### src/hdl/safety_level_escalation_fsm_assert.svh
// Assertion helpers included by the core design file.
`ifndef SAFETY_LEVEL_ESCALATION_FSM_ASSERT_SVH
`define SAFETY_LEVEL_ESCALATION_FSM_ASSERT_SVH

// Same-cycle implication, disabled during reset.
`define SLEF_ASSERT_NOW(lbl, clk, rst_n, ante, cons) \
    lbl: assert property (@(posedge clk) disable iff (!(rst_n)) (ante) |-> (cons)) \
        else $error("slef assertion failed");

// Next-cycle implication, disabled during reset.
`define SLEF_ASSERT_NEXT(lbl, clk, rst_n, ante, cons) \
    lbl: assert property (@(posedge clk) disable iff (!(rst_n)) (ante) |=> (cons)) \
        else $error("slef assertion failed");

`endif

### src/hdl/slef_pkg.sv
package slef_pkg;

    localparam int LEVEL_W       = 3;
    localparam int NOW_W         = 32;
    localparam int CFG_W         = 16;
    localparam int CFG_IDX_W     = 2;
    localparam int TIME_BITS_DEF = 32;

    localparam logic [CFG_W-1:0] DELAY_RST   = 16'd100;
    localparam logic [CFG_W-1:0] DWELL_RST   = 16'd5000;
    localparam logic [CFG_W-1:0] REFRESH_RST = 16'd100;

    localparam logic [LEVEL_W-1:0] LVL_NORMAL     = 3'd0;
    localparam logic [LEVEL_W-1:0] LVL_MONITORING = 3'd1;
    localparam logic [LEVEL_W-1:0] LVL_WARNING    = 3'd2;
    localparam logic [LEVEL_W-1:0] LVL_CRITICAL   = 3'd3;
    localparam logic [LEVEL_W-1:0] LVL_EMERGENCY  = 3'd4;

    localparam logic OP_TICK    = 1'b0;
    localparam logic OP_REQUEST = 1'b1;

    localparam logic STATUS_OK  = 1'b0;
    localparam logic STATUS_ERR = 1'b1;

    typedef enum logic [CFG_IDX_W-1:0] {
        CFG_ENABLED = 2'd0,
        CFG_DELAY   = 2'd1,
        CFG_DWELL   = 2'd2,
        CFG_REFRESH = 2'd3
    } t_cfg_idx;

    typedef enum logic [2:0] {
        PAT_NONE    = 3'd0,
        PAT_SOLID   = 3'd1,
        PAT_SLOW    = 3'd2,
        PAT_FAST    = 3'd3,
        PAT_PULSE   = 3'd4,
        PAT_ERROR   = 3'd5,
        PAT_WARNING = 3'd6
    } t_led_pat;

    typedef struct packed {
        t_led_pat system_led;
        t_led_pat comm_led;
        t_led_pat network_led;
        t_led_pat error_led;
        t_led_pat power_led;
    } t_led_set;

    typedef struct packed {
        logic             enabled;
        logic [CFG_W-1:0] transition_delay_ms;
        logic [CFG_W-1:0] min_dwell_ms;
        logic [CFG_W-1:0] led_refresh_ms;
    } t_cfg;

    typedef struct packed {
        logic               operation;
        logic [NOW_W-1:0]   now_ms;
        logic [LEVEL_W-1:0] requested_level;
        logic [LEVEL_W-1:0] detector_level;
        logic               detector_valid;
    } t_item;

    typedef struct packed {
        logic [LEVEL_W-1:0] active_level;
        logic [LEVEL_W-1:0] target_level;
        logic               transitioning;
        logic               safe_state;
        logic               needs_attention;
        logic               led_refresh;
        t_led_set           leds;
        logic               status;
    } t_result;

    // Codes 5..7 mean emergency.
    function automatic logic [LEVEL_W-1:0] clamp_level(input logic [LEVEL_W-1:0] lvl);
        return (lvl > LVL_EMERGENCY) ? LVL_EMERGENCY : lvl;
    endfunction

    function automatic t_led_set led_for_level(input logic [LEVEL_W-1:0] lvl);
        t_led_set s;
        unique case (lvl)
            LVL_NORMAL:     s = '{PAT_SOLID, PAT_SOLID,   PAT_SOLID, PAT_NONE,  PAT_SOLID};
            LVL_MONITORING: s = '{PAT_SLOW,  PAT_SOLID,   PAT_SOLID, PAT_NONE,  PAT_SOLID};
            LVL_WARNING:    s = '{PAT_SOLID, PAT_WARNING, PAT_SOLID, PAT_SLOW,  PAT_SOLID};
            LVL_CRITICAL:   s = '{PAT_FAST,  PAT_ERROR,   PAT_SLOW,  PAT_FAST,  PAT_SLOW};
            default:        s = '{PAT_ERROR, PAT_ERROR,   PAT_ERROR, PAT_SOLID, PAT_ERROR};
        endcase
        return s;
    endfunction

endpackage

### src/hdl/slef_ifaces.sv
interface slef_cfg_if;
    logic                           valid;
    logic                           ready;
    logic [slef_pkg::CFG_IDX_W-1:0] index;
    logic [slef_pkg::CFG_W-1:0]     data;

    modport source (output valid, output index, output data, input ready);
    modport sink   (input valid, input index, input data, output ready);
endinterface

interface slef_in_if;
    logic                         valid;
    logic                         ready;
    logic                         operation;
    logic [slef_pkg::NOW_W-1:0]   now_ms;
    logic [slef_pkg::LEVEL_W-1:0] requested_level;
    logic [slef_pkg::LEVEL_W-1:0] detector_level;
    logic                         detector_valid;

    modport source (output valid, output operation, output now_ms, output requested_level,
                    output detector_level, output detector_valid, input ready);
    modport sink   (input valid, input operation, input now_ms, input requested_level,
                    input detector_level, input detector_valid, output ready);
endinterface

interface slef_out_if;
    logic                         valid;
    logic                         ready;
    logic [slef_pkg::LEVEL_W-1:0] active_level;
    logic [slef_pkg::LEVEL_W-1:0] target_level;
    logic                         transitioning;
    logic                         safe_state;
    logic                         needs_attention;
    logic                         led_refresh;
    logic [2:0]                   system_led;
    logic [2:0]                   comm_led;
    logic [2:0]                   network_led;
    logic [2:0]                   error_led;
    logic [2:0]                   power_led;
    logic                         status;

    modport source (output valid, output active_level, output target_level,
                    output transitioning, output safe_state, output needs_attention,
                    output led_refresh, output system_led, output comm_led,
                    output network_led, output error_led, output power_led,
                    output status, input ready);
    modport sink   (input valid, input active_level, input target_level,
                    input transitioning, input safe_state, input needs_attention,
                    input led_refresh, input system_led, input comm_led,
                    input network_led, input error_led, input power_led,
                    input status, output ready);
endinterface

### src/hdl/safety_level_escalation_fsm.sv
// Channel   Direction  Moves
// i_cfg     in         register write: index, data (always ready)
// i_item    in         item: tick or level request with timestamp
// o_res     out        one result item per input item
//
// One item per cycle sustained while o_res.ready stays high; a result becomes valid once
// its item has passed the input register, then the state update and result register.
// Ready on i_item follows o_res.ready through both registers, no bubbles.
// Synchronous active-low reset: level normal, no pending transition, timestamps 0,
// registers at their defaults with the block disabled.
module safety_level_escalation_fsm #(
    parameter int TIME_BITS = slef_pkg::TIME_BITS_DEF
) (
    input  logic       i_clk,
    input  logic       i_rst_n,
    slef_cfg_if.sink   i_cfg,
    slef_in_if.sink    i_item,
    slef_out_if.source o_res
);
    import slef_pkg::*;

    t_cfg    w_cfg;
    logic    w_stage_valid;
    t_item   w_stage_item;
    logic    w_core_ready;
    t_result w_res;

    slef_cfg_regs u_cfg_regs (
        .i_clk   (i_clk),
        .i_rst_n (i_rst_n),
        .i_cfg   (i_cfg),
        .o_cfg   (w_cfg)
    );

    slef_in_reg u_in_reg (
        .i_clk        (i_clk),
        .i_rst_n      (i_rst_n),
        .i_item       (i_item),
        .i_down_ready (w_core_ready),
        .o_valid      (w_stage_valid),
        .o_item       (w_stage_item)
    );

    slef_core #(
        .TIME_BITS (TIME_BITS)
    ) u_core (
        .i_clk       (i_clk),
        .i_rst_n     (i_rst_n),
        .i_cfg       (w_cfg),
        .i_valid     (w_stage_valid),
        .i_item      (w_stage_item),
        .o_up_ready  (w_core_ready),
        .o_res_valid (o_res.valid),
        .i_res_ready (o_res.ready),
        .o_res       (w_res)
    );

    assign o_res.active_level    = w_res.active_level;
    assign o_res.target_level    = w_res.target_level;
    assign o_res.transitioning   = w_res.transitioning;
    assign o_res.safe_state      = w_res.safe_state;
    assign o_res.needs_attention = w_res.needs_attention;
    assign o_res.led_refresh     = w_res.led_refresh;
    assign o_res.system_led      = w_res.leds.system_led;
    assign o_res.comm_led        = w_res.leds.comm_led;
    assign o_res.network_led     = w_res.leds.network_led;
    assign o_res.error_led       = w_res.leds.error_led;
    assign o_res.power_led       = w_res.leds.power_led;
    assign o_res.status          = w_res.status;

endmodule

### src/hdl/slef_cfg_regs.sv
module slef_cfg_regs (
    input  logic              i_clk,
    input  logic              i_rst_n,
    slef_cfg_if.sink          i_cfg,
    output slef_pkg::t_cfg    o_cfg
);
    import slef_pkg::*;

    t_cfg r_cfg;

    assign i_cfg.ready = 1'b1;
    assign o_cfg       = r_cfg;

    always_ff @(posedge i_clk) begin
        if (!i_rst_n) begin
            r_cfg.enabled             <= 1'b0;
            r_cfg.transition_delay_ms <= DELAY_RST;
            r_cfg.min_dwell_ms        <= DWELL_RST;
            r_cfg.led_refresh_ms      <= REFRESH_RST;
        end else if (i_cfg.valid) begin
            unique case (t_cfg_idx'(i_cfg.index))
                CFG_ENABLED: r_cfg.enabled             <= i_cfg.data[0];
                CFG_DELAY:   r_cfg.transition_delay_ms <= i_cfg.data;
                CFG_DWELL:   r_cfg.min_dwell_ms        <= i_cfg.data;
                CFG_REFRESH: r_cfg.led_refresh_ms      <= i_cfg.data;
                default: ;
            endcase
        end
    end

endmodule

### src/hdl/slef_in_reg.sv
module slef_in_reg (
    input  logic            i_clk,
    input  logic            i_rst_n,
    slef_in_if.sink         i_item,
    input  logic            i_down_ready,
    output logic            o_valid,
    output slef_pkg::t_item o_item
);
    import slef_pkg::*;

    logic  r_valid;
    t_item r_item;
    logic  w_load;

    assign i_item.ready = !r_valid || i_down_ready;
    assign w_load       = i_item.valid && i_item.ready;
    assign o_valid      = r_valid;
    assign o_item       = r_item;

    always_ff @(posedge i_clk) begin
        if (!i_rst_n) begin
            r_valid <= 1'b0;
        end else if (i_item.ready) begin
            r_valid <= i_item.valid;
        end
    end

    always_ff @(posedge i_clk) begin
        if (w_load) begin
            r_item.operation       <= i_item.operation;
            r_item.now_ms          <= i_item.now_ms;
            r_item.requested_level <= i_item.requested_level;
            r_item.detector_level  <= i_item.detector_level;
            r_item.detector_valid  <= i_item.detector_valid;
        end
    end

endmodule

### src/hdl/slef_core.sv
module slef_core #(
    parameter int TIME_BITS = slef_pkg::TIME_BITS_DEF
) (
    input  logic              i_clk,
    input  logic              i_rst_n,
    input  slef_pkg::t_cfg    i_cfg,
    input  logic              i_valid,
    input  slef_pkg::t_item   i_item,
    output logic              o_up_ready,
    output logic              o_res_valid,
    input  logic              i_res_ready,
    output slef_pkg::t_result o_res
);
    import slef_pkg::*;

    logic [LEVEL_W-1:0]   r_level, n_level;
    logic [LEVEL_W-1:0]   r_goal, n_goal;
    logic                 r_pending, n_pending;
    logic [TIME_BITS-1:0] r_since, n_since;
    logic [TIME_BITS-1:0] r_entered, n_entered;
    logic [TIME_BITS-1:0] r_last_ref, n_last_ref;
    logic                 r_res_valid;
    t_result              r_res, n_res;

    logic                 w_go;
    logic [63:0]          w_now_ext;
    logic [TIME_BITS-1:0] w_now;
    logic [LEVEL_W-1:0]   w_req;
    logic [LEVEL_W-1:0]   w_det;
    logic [TIME_BITS-1:0] w_delay, w_dwell, w_period;
    logic                 w_refresh;
    logic                 w_status;

    assign o_up_ready  = !r_res_valid || i_res_ready;
    assign w_go        = i_valid && o_up_ready;
    assign o_res_valid = r_res_valid;
    assign o_res       = r_res;

    // Time is carried modulo 2^TIME_BITS.
    assign w_now_ext = {{(64 - NOW_W){1'b0}}, i_item.now_ms};
    assign w_now     = w_now_ext[TIME_BITS-1:0];
    assign w_delay   = TIME_BITS'(i_cfg.transition_delay_ms);
    assign w_dwell   = TIME_BITS'(i_cfg.min_dwell_ms);
    assign w_period  = TIME_BITS'(i_cfg.led_refresh_ms);
    assign w_req     = clamp_level(i_item.requested_level);
    assign w_det     = clamp_level(i_item.detector_level);

    always_comb begin
        n_level    = r_level;
        n_goal     = r_goal;
        n_pending  = r_pending;
        n_since    = r_since;
        n_entered  = r_entered;
        n_last_ref = r_last_ref;
        w_refresh  = 1'b0;
        w_status   = STATUS_OK;

        if (!i_cfg.enabled) begin
            w_status = STATUS_ERR;
        end else if (i_item.operation == OP_REQUEST) begin
            if (w_req != r_level) begin
                n_pending = 1'b1;
                n_goal    = w_req;
                n_since   = w_now;
            end
        end else begin
            if (TIME_BITS'(w_now - r_last_ref) >= w_period) begin
                w_refresh  = 1'b1;
                n_last_ref = w_now;
            end
            if (r_pending && (TIME_BITS'(w_now - r_since) >= w_delay)) begin
                n_pending = 1'b0;
                n_level   = r_goal;
                n_entered = w_now;
            end
            // Follow the detector only when nothing is in flight.
            if (!n_pending && i_item.detector_valid) begin
                if (w_det < n_level) begin
                    if (TIME_BITS'(w_now - n_entered) >= w_dwell) begin
                        n_pending = 1'b1;
                        n_goal    = w_det;
                        n_since   = w_now;
                    end
                end else if (w_det > n_level) begin
                    n_pending = 1'b1;
                    n_goal    = w_det;
                    n_since   = w_now;
                end
            end
        end

        n_res.active_level    = n_level;
        n_res.target_level    = n_pending ? n_goal : n_level;
        n_res.transitioning   = n_pending;
        n_res.safe_state      = (n_level <= LVL_MONITORING);
        n_res.needs_attention = (n_level >= LVL_WARNING);
        n_res.led_refresh     = w_refresh;
        n_res.leds            = led_for_level(n_level);
        n_res.status          = w_status;
    end

    always_ff @(posedge i_clk) begin
        if (!i_rst_n) begin
            r_level    <= LVL_NORMAL;
            r_goal     <= LVL_NORMAL;
            r_pending  <= 1'b0;
            r_since    <= '0;
            r_entered  <= '0;
            r_last_ref <= '0;
        end else if (w_go) begin
            r_level    <= n_level;
            r_goal     <= n_goal;
            r_pending  <= n_pending;
            r_since    <= n_since;
            r_entered  <= n_entered;
            r_last_ref <= n_last_ref;
        end
    end

    always_ff @(posedge i_clk) begin
        if (!i_rst_n) begin
            r_res_valid <= 1'b0;
        end else if (o_up_ready) begin
            r_res_valid <= i_valid;
        end
    end

    always_ff @(posedge i_clk) begin
        if (w_go) begin
            r_res <= n_res;
        end
    end

`include "safety_level_escalation_fsm_assert.svh"

    `SLEF_ASSERT_NOW(a_goal_tracks_pending, i_clk, i_rst_n, 1'b1,
        ((r_goal == r_level) == !r_pending))
    `SLEF_ASSERT_NOW(a_level_in_range, i_clk, i_rst_n, 1'b1,
        ((r_level <= LVL_EMERGENCY) && (r_goal <= LVL_EMERGENCY)))
    `SLEF_ASSERT_NEXT(a_disabled_freezes, i_clk, i_rst_n, (w_go && !i_cfg.enabled),
        ($stable(r_level) && $stable(r_pending) && $stable(r_last_ref)
         && r_res.status == STATUS_ERR))
    `SLEF_ASSERT_NEXT(a_request_no_refresh, i_clk, i_rst_n,
        (w_go && i_item.operation == OP_REQUEST),
        (!r_res.led_refresh && $stable(r_level)))

endmodule

### src/flat_wrapper.sv
// flat-port wrapper written by rule: the top's interface ports become plain ports
module safety_level_escalation_fsm_flat import slef_pkg::*;
#(
    parameter int TIME_BITS = slef_pkg::TIME_BITS_DEF
)
  (i_clk, i_rst_n, i_cfg_valid, i_cfg_index, i_cfg_data, i_cfg_ready, i_item_valid, i_item_operation, i_item_now_ms, i_item_requested_level, i_item_detector_level, i_item_detector_valid, i_item_ready, o_res_valid, o_res_active_level, o_res_target_level, o_res_transitioning, o_res_safe_state, o_res_needs_attention, o_res_led_refresh, o_res_system_led, o_res_comm_led, o_res_network_led, o_res_error_led, o_res_power_led, o_res_status, o_res_ready);
  slef_cfg_if i_cfg_i ();
  slef_in_if i_item_i ();
  slef_out_if o_res_i ();
  input  logic i_clk;
  input  logic i_rst_n;
  input wire logic [$bits(i_cfg_i.valid)-1:0] i_cfg_valid;
  input wire logic [$bits(i_cfg_i.index)-1:0] i_cfg_index;
  input wire logic [$bits(i_cfg_i.data)-1:0] i_cfg_data;
  output wire logic [$bits(i_cfg_i.ready)-1:0] i_cfg_ready;
  input wire logic [$bits(i_item_i.valid)-1:0] i_item_valid;
  input wire logic [$bits(i_item_i.operation)-1:0] i_item_operation;
  input wire logic [$bits(i_item_i.now_ms)-1:0] i_item_now_ms;
  input wire logic [$bits(i_item_i.requested_level)-1:0] i_item_requested_level;
  input wire logic [$bits(i_item_i.detector_level)-1:0] i_item_detector_level;
  input wire logic [$bits(i_item_i.detector_valid)-1:0] i_item_detector_valid;
  output wire logic [$bits(i_item_i.ready)-1:0] i_item_ready;
  output wire logic [$bits(o_res_i.valid)-1:0] o_res_valid;
  output wire logic [$bits(o_res_i.active_level)-1:0] o_res_active_level;
  output wire logic [$bits(o_res_i.target_level)-1:0] o_res_target_level;
  output wire logic [$bits(o_res_i.transitioning)-1:0] o_res_transitioning;
  output wire logic [$bits(o_res_i.safe_state)-1:0] o_res_safe_state;
  output wire logic [$bits(o_res_i.needs_attention)-1:0] o_res_needs_attention;
  output wire logic [$bits(o_res_i.led_refresh)-1:0] o_res_led_refresh;
  output wire logic [$bits(o_res_i.system_led)-1:0] o_res_system_led;
  output wire logic [$bits(o_res_i.comm_led)-1:0] o_res_comm_led;
  output wire logic [$bits(o_res_i.network_led)-1:0] o_res_network_led;
  output wire logic [$bits(o_res_i.error_led)-1:0] o_res_error_led;
  output wire logic [$bits(o_res_i.power_led)-1:0] o_res_power_led;
  output wire logic [$bits(o_res_i.status)-1:0] o_res_status;
  input wire logic [$bits(o_res_i.ready)-1:0] o_res_ready;
  assign i_cfg_i.valid = i_cfg_valid;
  assign i_cfg_i.index = i_cfg_index;
  assign i_cfg_i.data = i_cfg_data;
  assign i_cfg_ready = i_cfg_i.ready;
  assign i_item_i.valid = i_item_valid;
  assign i_item_i.operation = i_item_operation;
  assign i_item_i.now_ms = i_item_now_ms;
  assign i_item_i.requested_level = i_item_requested_level;
  assign i_item_i.detector_level = i_item_detector_level;
  assign i_item_i.detector_valid = i_item_detector_valid;
  assign i_item_ready = i_item_i.ready;
  assign o_res_valid = o_res_i.valid;
  assign o_res_active_level = o_res_i.active_level;
  assign o_res_target_level = o_res_i.target_level;
  assign o_res_transitioning = o_res_i.transitioning;
  assign o_res_safe_state = o_res_i.safe_state;
  assign o_res_needs_attention = o_res_i.needs_attention;
  assign o_res_led_refresh = o_res_i.led_refresh;
  assign o_res_system_led = o_res_i.system_led;
  assign o_res_comm_led = o_res_i.comm_led;
  assign o_res_network_led = o_res_i.network_led;
  assign o_res_error_led = o_res_i.error_led;
  assign o_res_power_led = o_res_i.power_led;
  assign o_res_status = o_res_i.status;
  assign o_res_i.ready = o_res_ready;
  safety_level_escalation_fsm #(.TIME_BITS(TIME_BITS)) u_core (.i_clk(i_clk), .i_rst_n(i_rst_n), .i_cfg(i_cfg_i), .i_item(i_item_i), .o_res(o_res_i));
endmodule
### config.mk
export PLATFORM = sky130hd
export DESIGN_NAME = safety_level_escalation_fsm_flat
export DESIGN_NICKNAME = d
export VERILOG_FILES = /design/src/hdl/slef_pkg.sv /design/src/hdl/slef_ifaces.sv /design/src/hdl/safety_level_escalation_fsm.sv /design/src/hdl/slef_cfg_regs.sv /design/src/hdl/slef_in_reg.sv /design/src/hdl/slef_core.sv /design/src/flat_wrapper.sv
export VERILOG_INCLUDE_DIRS = /design/src /design/src/hdl
export SDC_FILE = /design/constraint.sdc
export NUM_CORES = 1
export LEC_CHECK = 0
export BUFFER_PORTS_ARGS = -buffer_cell sky130_fd_sc_hd__buf_2
export CAP_MARGIN = 15
export CORE_MARGIN = 4
export CORE_UTILIZATION = 55
export DETAILED_ROUTE_END_ITERATION = 6
export PLACE_DENSITY = 0.8
export SLEW_MARGIN = 15
export SYNTH_ARGS = -nofsm -noshare
export SYNTH_HDL_FRONTEND = slang
export SYNTH_SLANG_ARGS = --single-unit
export TNS_END_PERCENT = 1
### constraint.sdc
create_clock -name i_clk -period 14 [get_ports i_clk]
set_input_delay 0.7 -clock i_clk [delete_from_list [all_inputs] [get_ports i_clk]]
set_output_delay 0.7 -clock i_clk [all_outputs]
set_load 0.01 [all_outputs]
# --- Yosys cells after proc, flatten, opt, wreduce, memory -nomap -nowiden ---
# Index checks and enable logic that the tools add are counted.
# Widths: inputs -> output; s select.
classes:
  add_sub_neg: 3
  multipliers: 0
  div_mod_pow: 0
  order_cmp: 9
  n_eq_ne: 9
  shift: 0
  mux: 37
  bitwise: 2
  n_reduce_logical: 21
ops:
  columns: ["operator", "count"]
  rows:
  - ["$mux 32", 9]
  - ["$ge 32x16->1", 3]
  - ["$sub 32x32->32", 3]
  - ["$pmux 15 s4", 1]
  - ["$mux 3", 15]
  - ["$mux 1", 12]
  - ["$reduce_and 2->1", 4]
  - ["$eq 3x2->1 const B", 2]
  - ["$gt 3x3->1 const B", 2]
  - ["$reduce_and 6->1", 1]
  - ["$eq 2x2->1 const B", 2]
  - ["$logic_and 1x1->1", 4]
  - ["$reduce_and 4->1", 1]
  - ["$eq 3x1->1 const B", 1]
  - ["$ge 3x2->1 const B", 1]
  - ["$gt 3x3->1", 1]
  - ["$le 3x1->1 const B", 1]
  - ["$logic_not 1->1", 3]
  - ["$logic_not 3->1", 1]
  - ["$lt 3x3->1", 1]
  - ["$ne 3x1->1 const B", 1]
  - ["$ne 3x3->1", 1]
  - ["$reduce_and 3->1", 1]
  - ["$reduce_bool 3->1", 1]
  - ["7 further kinds", 9]
totals:
  ff_bits: 220
  latchBits: 0
  ram_bits: 0
  rom_bits: 0
  input_bits: 63
  out_inout_bits: 29
  wordCells: 110
  n_memories: 0

# --- Longest topological paths before layout ---
depth:
  word_depth: 14
  depth_mapped: 55
  mapped_depth_nobuf: 52

# --- By module ---
# From an unflattened synthesis, not the netlist that was laid out.
unflattened:
  hier_cells: 1842
  area_unflattened_um2: 15652.5
by_module_without_submodules:
  columns: ["module", "instances", "cells_per_inst", "area_each_um2", "seq_area_each_um2"]
  rows:
  - ["slef_core", 1, 1603, 12438.2, 2682.6]
  - ["slef_cfg_regs", 1, 194, 1955.6, 980.9]
  - ["slef_in_reg", 1, 45, 1258.7, 1221.2]

# --- Least setup slack after synthesis ---
# Ideal clock, no wire load.
synth_path:
  kind: "register -> register"
  start: "reg u_core.u_in_reg.r_item, in the netlist u_core.u_in_reg.o_item[8]"
  end: "reg u_core.u_core.r_res, in the netlist u_core.u_core.o_res[20], data pin"
  setup_ps: 255
  arrival_ps: 10287
  required_time_ps: 13745
  setup_slack_ps: 3458
  stages_incl_launch_ff: 51
  n_path_buf: 2
  synth_period_minus_slack_ps: 10542
  path_cell_list: "edfxtp_1 > inv_1 > fa_1 > nand2b_1 > a21oi_1 > o21ai_0 > nand2_1 > and2_1 > o21a_1 > nor2_1 > xnor2_1 > ha_1 > and4_1 > a221oi_1 > o221ai_1 > nor4b_1 > o2111ai_1 > or4_1 > [15 not listed] > a21oi_1 > o21ai_0 > nor2_1 > o22a_1 > ha_1 > a21o_1 > a21oi_1 > o21ai_0 > a211oi_1 > o22a_1 > o21a_1 > o311ai_0 > a2111oi_0 > nand4b_1 > nor3b_4 > o21ai_2 > a21o_1 > a31o_1"
synth_lines:
  columns: ["item", "line_no", "source"]
  rows:
  - ["start, declared", "slef_in_reg.sv:12", "t_item r_item;"]
  - ["end signal, assigned", "slef_core.sv:130", "r_res <= n_res;"]
  - ["end, declared", "slef_core.sv:23", "t_result r_res, n_res;"]

# --- Final worst setup path ---
layout_path:
  start: "reg u_core.u_in_reg.r_item, in the netlist u_core.u_in_reg.o_item[8]"
  end: "reg u_core.u_core.r_since[27]"
layout_between:
  elab_chain_len: 10
  elab_cells_between_ends: 25
  classes_between: "2 x add/sub; 4 x order compare; 1 x eq/ne; 12 x mux; 6 x reduce/logical"
layout_lines:
  columns: ["item", "line_no", "source"]
  rows:
  - ["$sub 32x32->32", "slef_core.sv:71", "if (r_pending && (TIME_BITS'(w_now - r_since) >= w_delay)) begin"]
  - ["$ge 32x16->1", "slef_core.sv:71", null]
  - ["$logic_and 1x1->1", "slef_core.sv:71", null]
  - ["$mux 32, or another cell as far along", "slef_core.sv:71", null]
  - ["$mux 32, or another cell as far along", "slef_core.sv:60", "end else if (i_item.operation == OP_REQUEST) begin"]
  - ["$mux 32, or another cell as far along", "slef_core.sv:58", "if (!i_cfg.enabled) begin"]
  - ["$sub 32x32->32, or another cell as far along", "slef_core.sv:79", "if (TIME_BITS'(w_now - n_entered) >= w_dwell) begin"]
  - ["$ge 32x16->1, or another cell as far along", "slef_core.sv:79", null]
  - ["$ne 3x1->1 (no source line), or another cell as far along", null, null]
  - ["$reduce_and 6->1 (no source line) or $mux 32 (tied branches)", null, null]
  - ["end signal, assigned", "slef_core.sv:114", "r_since <= n_since;"]
  - ["end, declared", "slef_core.sv:19", "logic [TIME_BITS-1:0] r_since, n_since;"]
# Several ways; a longest one is shown, not always the timed one. The select of a mux whose other input is x is not followed.
# A chain may end at the register's enable or synchronous reset.

==> metrics.md <==
| Metric | Value |
|---|---|
| NumNets Final | `2123` |
| Post CTS Setup Buffer Count | `0` |
| Drt first pass iters | `5` |
| CTS tree | `done` |
| Post-route ant nets | `0` |
| Antenna violations before repair | `0` |
| Status | `finished clean` |
| Final cycle utilization of the critical path | `0.8574` |
| Max_slew headroom | `0.3177` |
| H-Tree Level Count | `1` |
| Synthesized cell area | `15470 µm²` |
| Die Footprint | `30880 µm²` |
| Layout Skew | `0.02043 ns` |
| Via-to-Cell Ratio | `5.992` |
| Total I/O pin count | `92` |
| Fmax | `0.08331 GHz` |
| Sw frac | `0.2803` |
| Effective utilization at floorplan | `0.5570` |
| Post-synth EDFFs | `60` |
| Setup violators final | `0` |
| Maximum vdd ir drop | `0.08900 mV` |
| Worst EP required | `14.44 ns` |
| Residual DRC count | `0` |
| TNS Setup | `0 ns` |
| Cell mode on critical path | `a21o_1` |
| Sequential share of power | `0.408` |
| Register bit total from synthesis | `214` |
| CTS sink count | `214` |
| Layout overhead on the synthesized area | `9.581%` |
| Mapped Nets | `2087` |
| Max clock buf depth | `3` |
| Hold Slack | `0.3308 ns` |
| Yosys warns | `0` |
| PortBufs | `89` |
| Cell count after synthesis | `1880` |
| Post-DP HPWL | `30660 µm` |
| Core area | `27780 µm²` |
| Largest net degree at the start of global routing | `96` |
| Register area share after synthesis | `0.3157` |
| Final-report hold violation count | `0` |
| Hold-fix buffers at CTS | `0` |
| CP max stage delay | `0.58 ns` |
| Layout cells sized above 1 | `0.08842` |
| Antenna cells | `0` |
| Avg Inst Size Synth | `8.231 µm²` |
| CP Launch Type | `register` |
| Final WS setup | `1.997 ns` |
| Clk_lat worst skew | `0.54 ns` |
| CTS Buf Count | `25` |
| Ranking of synthesized cells by area | `dfxtp_1 (20%), edfxtp_1 (12%), ha_1 (11%)` |
| Die Wd | `175.7 µm` |
| First-pass GRT wire length | `65910 µm` |
| Number of gates resized after cts | `0` |
| Vias in the first global route | `13470` |
| Min-Delay Path Class | `input port to register` |
| Synth Flop Type | `dfxtp_1` |
| Post-synth ARST share | `0` |
| Synth area leader | `dfxtp_1` |
| Clock share of power | `0.415` |
| Clock root buffer | `clkbuf_16` |
| Gp weighted congestion | `0.9363` |
| Yosys cell types | `91` |
| Die height | `175.7 µm` |
| Worst-path fanout max | `45` |
| CTS clk-pin slew, worst paths | `0.06 ns` |
| Pwr/cell area | `97.08 nW/µm²` |
| Maxcap violations | `0` |
| Num rows | `61` |
| Least-Margin Pin Slew | `1.015 ns` |
| Psw | `0.0004614 W` |
| Vias post-DR | `13850` |
| Critical Path End Type | `register` |
| Gr usage total | `0.2555` |
| Util after Layout | `0.6104` |
| Critical Path AT | `12.45 ns` |
| Highest-delay cell along the critical path | `buf_4` |
| Worst setup path class | `register to register` |
| Lkg Pwr | `7.152 nW` |
| Drt first-iter violations | `1037` |
| Yosys top cell area share | `0.1992` |
| Placement Setup Slack | `2.208 ns` |
| Comb power frac | `0.177` |
| Cell family with most CP delay | `compound AO/OA/AOI/OAI gates` |
| Unrepaired setup endpoints after global routing | `no` |
| Clock period minus worst slack | `12.00 ns` |
| Fin. max-slew vios | `0` |
| Buffers & Inverters on Critical Path | `3` |
| Wire per inst | `17.59 µm` |
| Int Pwr | `0.001185 W` |
| Total Wirelength | `40660 µm` |
| Total global routing overflow | `0` |
## power groups by stage
stage          Combinational [W]  Sequential (W)  Clock (W)
5_1_grt                 0.000324        0.000673   0.000720
2_1_floorplan           0.000212        0.000676          0
6_report                0.000291        0.000672   0.000683
4_1_cts                 0.000285        0.000672   0.000693
3_5_place_dp            0.000283        0.000685          0
3_3_place_gp            0.000275        0.000684          0
## path summary, 6_finish.rpt
path | startpoint | to | slack, ns | depth (start not counted)
hold reg to reg | u_core.u_core.r_last_ref[16] | u_core.u_core.r_last_ref[16] | 0.46 | 2
setup / recovery | u_core.u_in_reg.o_item[8] | u_core.u_core.r_since[27] | 2.00 | 49
hold / removal | i_item_now_ms[20] | u_core.u_in_reg.o_item[27] | 0.33 | 1
setup reg to reg | u_core.u_in_reg.o_item[8] | u_core.u_core.r_since[27] | 2.00 | 49
## flip-flops by register name, summed over array words and instances (netlist names)
register	cells
u_core.u_core.r_entered	32
u_core.u_in_reg.o_valid	1
u_core.u_core.r_last_ref	32
u_core.u_core.r_goal	3
u_core.u_core.r_level	3
u_core.u_core.r_pending	1
u_core.u_in_reg.o_item	40
u_core.u_core.r_since	32
u_core.u_core.o_res	20
u_core.u_cfg_regs.o_cfg	49
u_core.u_core.o_res_valid	1
## stage by stage
step           power [W]  instance area, µm²  std cells
2_1_floorplan  0.0008882               15470       1880
3_3_place_gp   0.0009590               16060       2266
3_5_place_dp   0.0009683               16060       2266
4_1_cts         0.001651               16930       2311
5_1_grt         0.001717               16960       2312
6_report        0.001646               16960       2312
## placed cells by master, fill, tap and decap left out, types with 16 or more instances in the layout
cell / instances
nand2b_1: 25
xor2_1: 21
o21ai_0: 73
o21a_1: 26
mux2i_1: 95
a21oi_1: 109
nor2_1: 99
buf_2: 88
xnor2_1: 32
o211ai_1: 20
edfxtp_1: 60
clkbuf_16: 27
nand3_1: 32
a211oi_1: 20
nor2b_1: 22
nand2_1: 323
dfxtp_1: 154
a21o_1: 41
a21boi_0: 54
inv_1: 160
nor3_1: 38
ha_1: 141
nand4_1: 16
o211a_1: 25
## worst register-to-register path, delay by kind of cell, from the launching register on
family	cells	cell delay, ns
DFF	1	0.53
AOI/OAI and AO/OA	25	5.26
adders and majority gates	5	1.55
buffers and inverters	3	0.79
xor gates and xnor gates	2	0.26
muxes	1	0.32
and+or+nand+nor	13	3.23
## synth_stat cells (all sizes together), types with 4 or more instances
library cell	instances
a221oi	4
and2	11
a22oi	4
a21oi	111
o41ai	4
clkbuf	72
o21bai	11
inv	160
dfxtp	154
nor3b	8
o221ai	9
o21a	26
ha	141
o31ai	8
nand3	34
o211a	25
a211oi	21
o2111ai	6
nand2	323
buf	13
nor2	102
nor4	11
a211o	7
o22a	4
a21boi	56
mux2i	95
xnor2	32
edfxtp	60
a21o	41
a31o	4
nand4	17
o211ai	21
or2	8
or3	5
or4	5
xor2	21
a2111oi	4
nand2b	25
nor3	38
nor2b	22
a31oi	16
o21ai	83
and3	12
## kinds of logic (layout without fill, tap and decap cells)
family | Yosys count | in the layout | synth area share
AOI/OAI and AO/OA | 487 | 487 | 0.2176
muxes | 96 | 96 | 0.06242
DFF | 214 | 214 | 0.3157
buffers and inverters | 246 | 300 | 0.06460
other | 2 | 2 | 0.0004853
and+or+nand+nor | 635 | 635 | 0.1894
xor gates and xnor gates | 53 | 53 | 0.03000
adders and majority gates | 147 | 147 | 0.1198
## area by class of cell
class,count,area (µm²)
multi-input combinational,1420,9623
clock buffer,32,714.4
sequential,214,4885
timing repair buffer,94,505.5
inverter,161,604.3
fill,2435,10820
tap,378,473.0
clock inverter,13,152.6
## routing by layer
layer,GRT usage,vias up,share of wire
met2,0.4364,479,0.47
li1,-,6740,-
met4,0.09519,0,0.035
met1,0.3338,6534,0.43
met3,0.02992,101,0.062
met5,0,-,0
(Power assumes the default switching activity.)
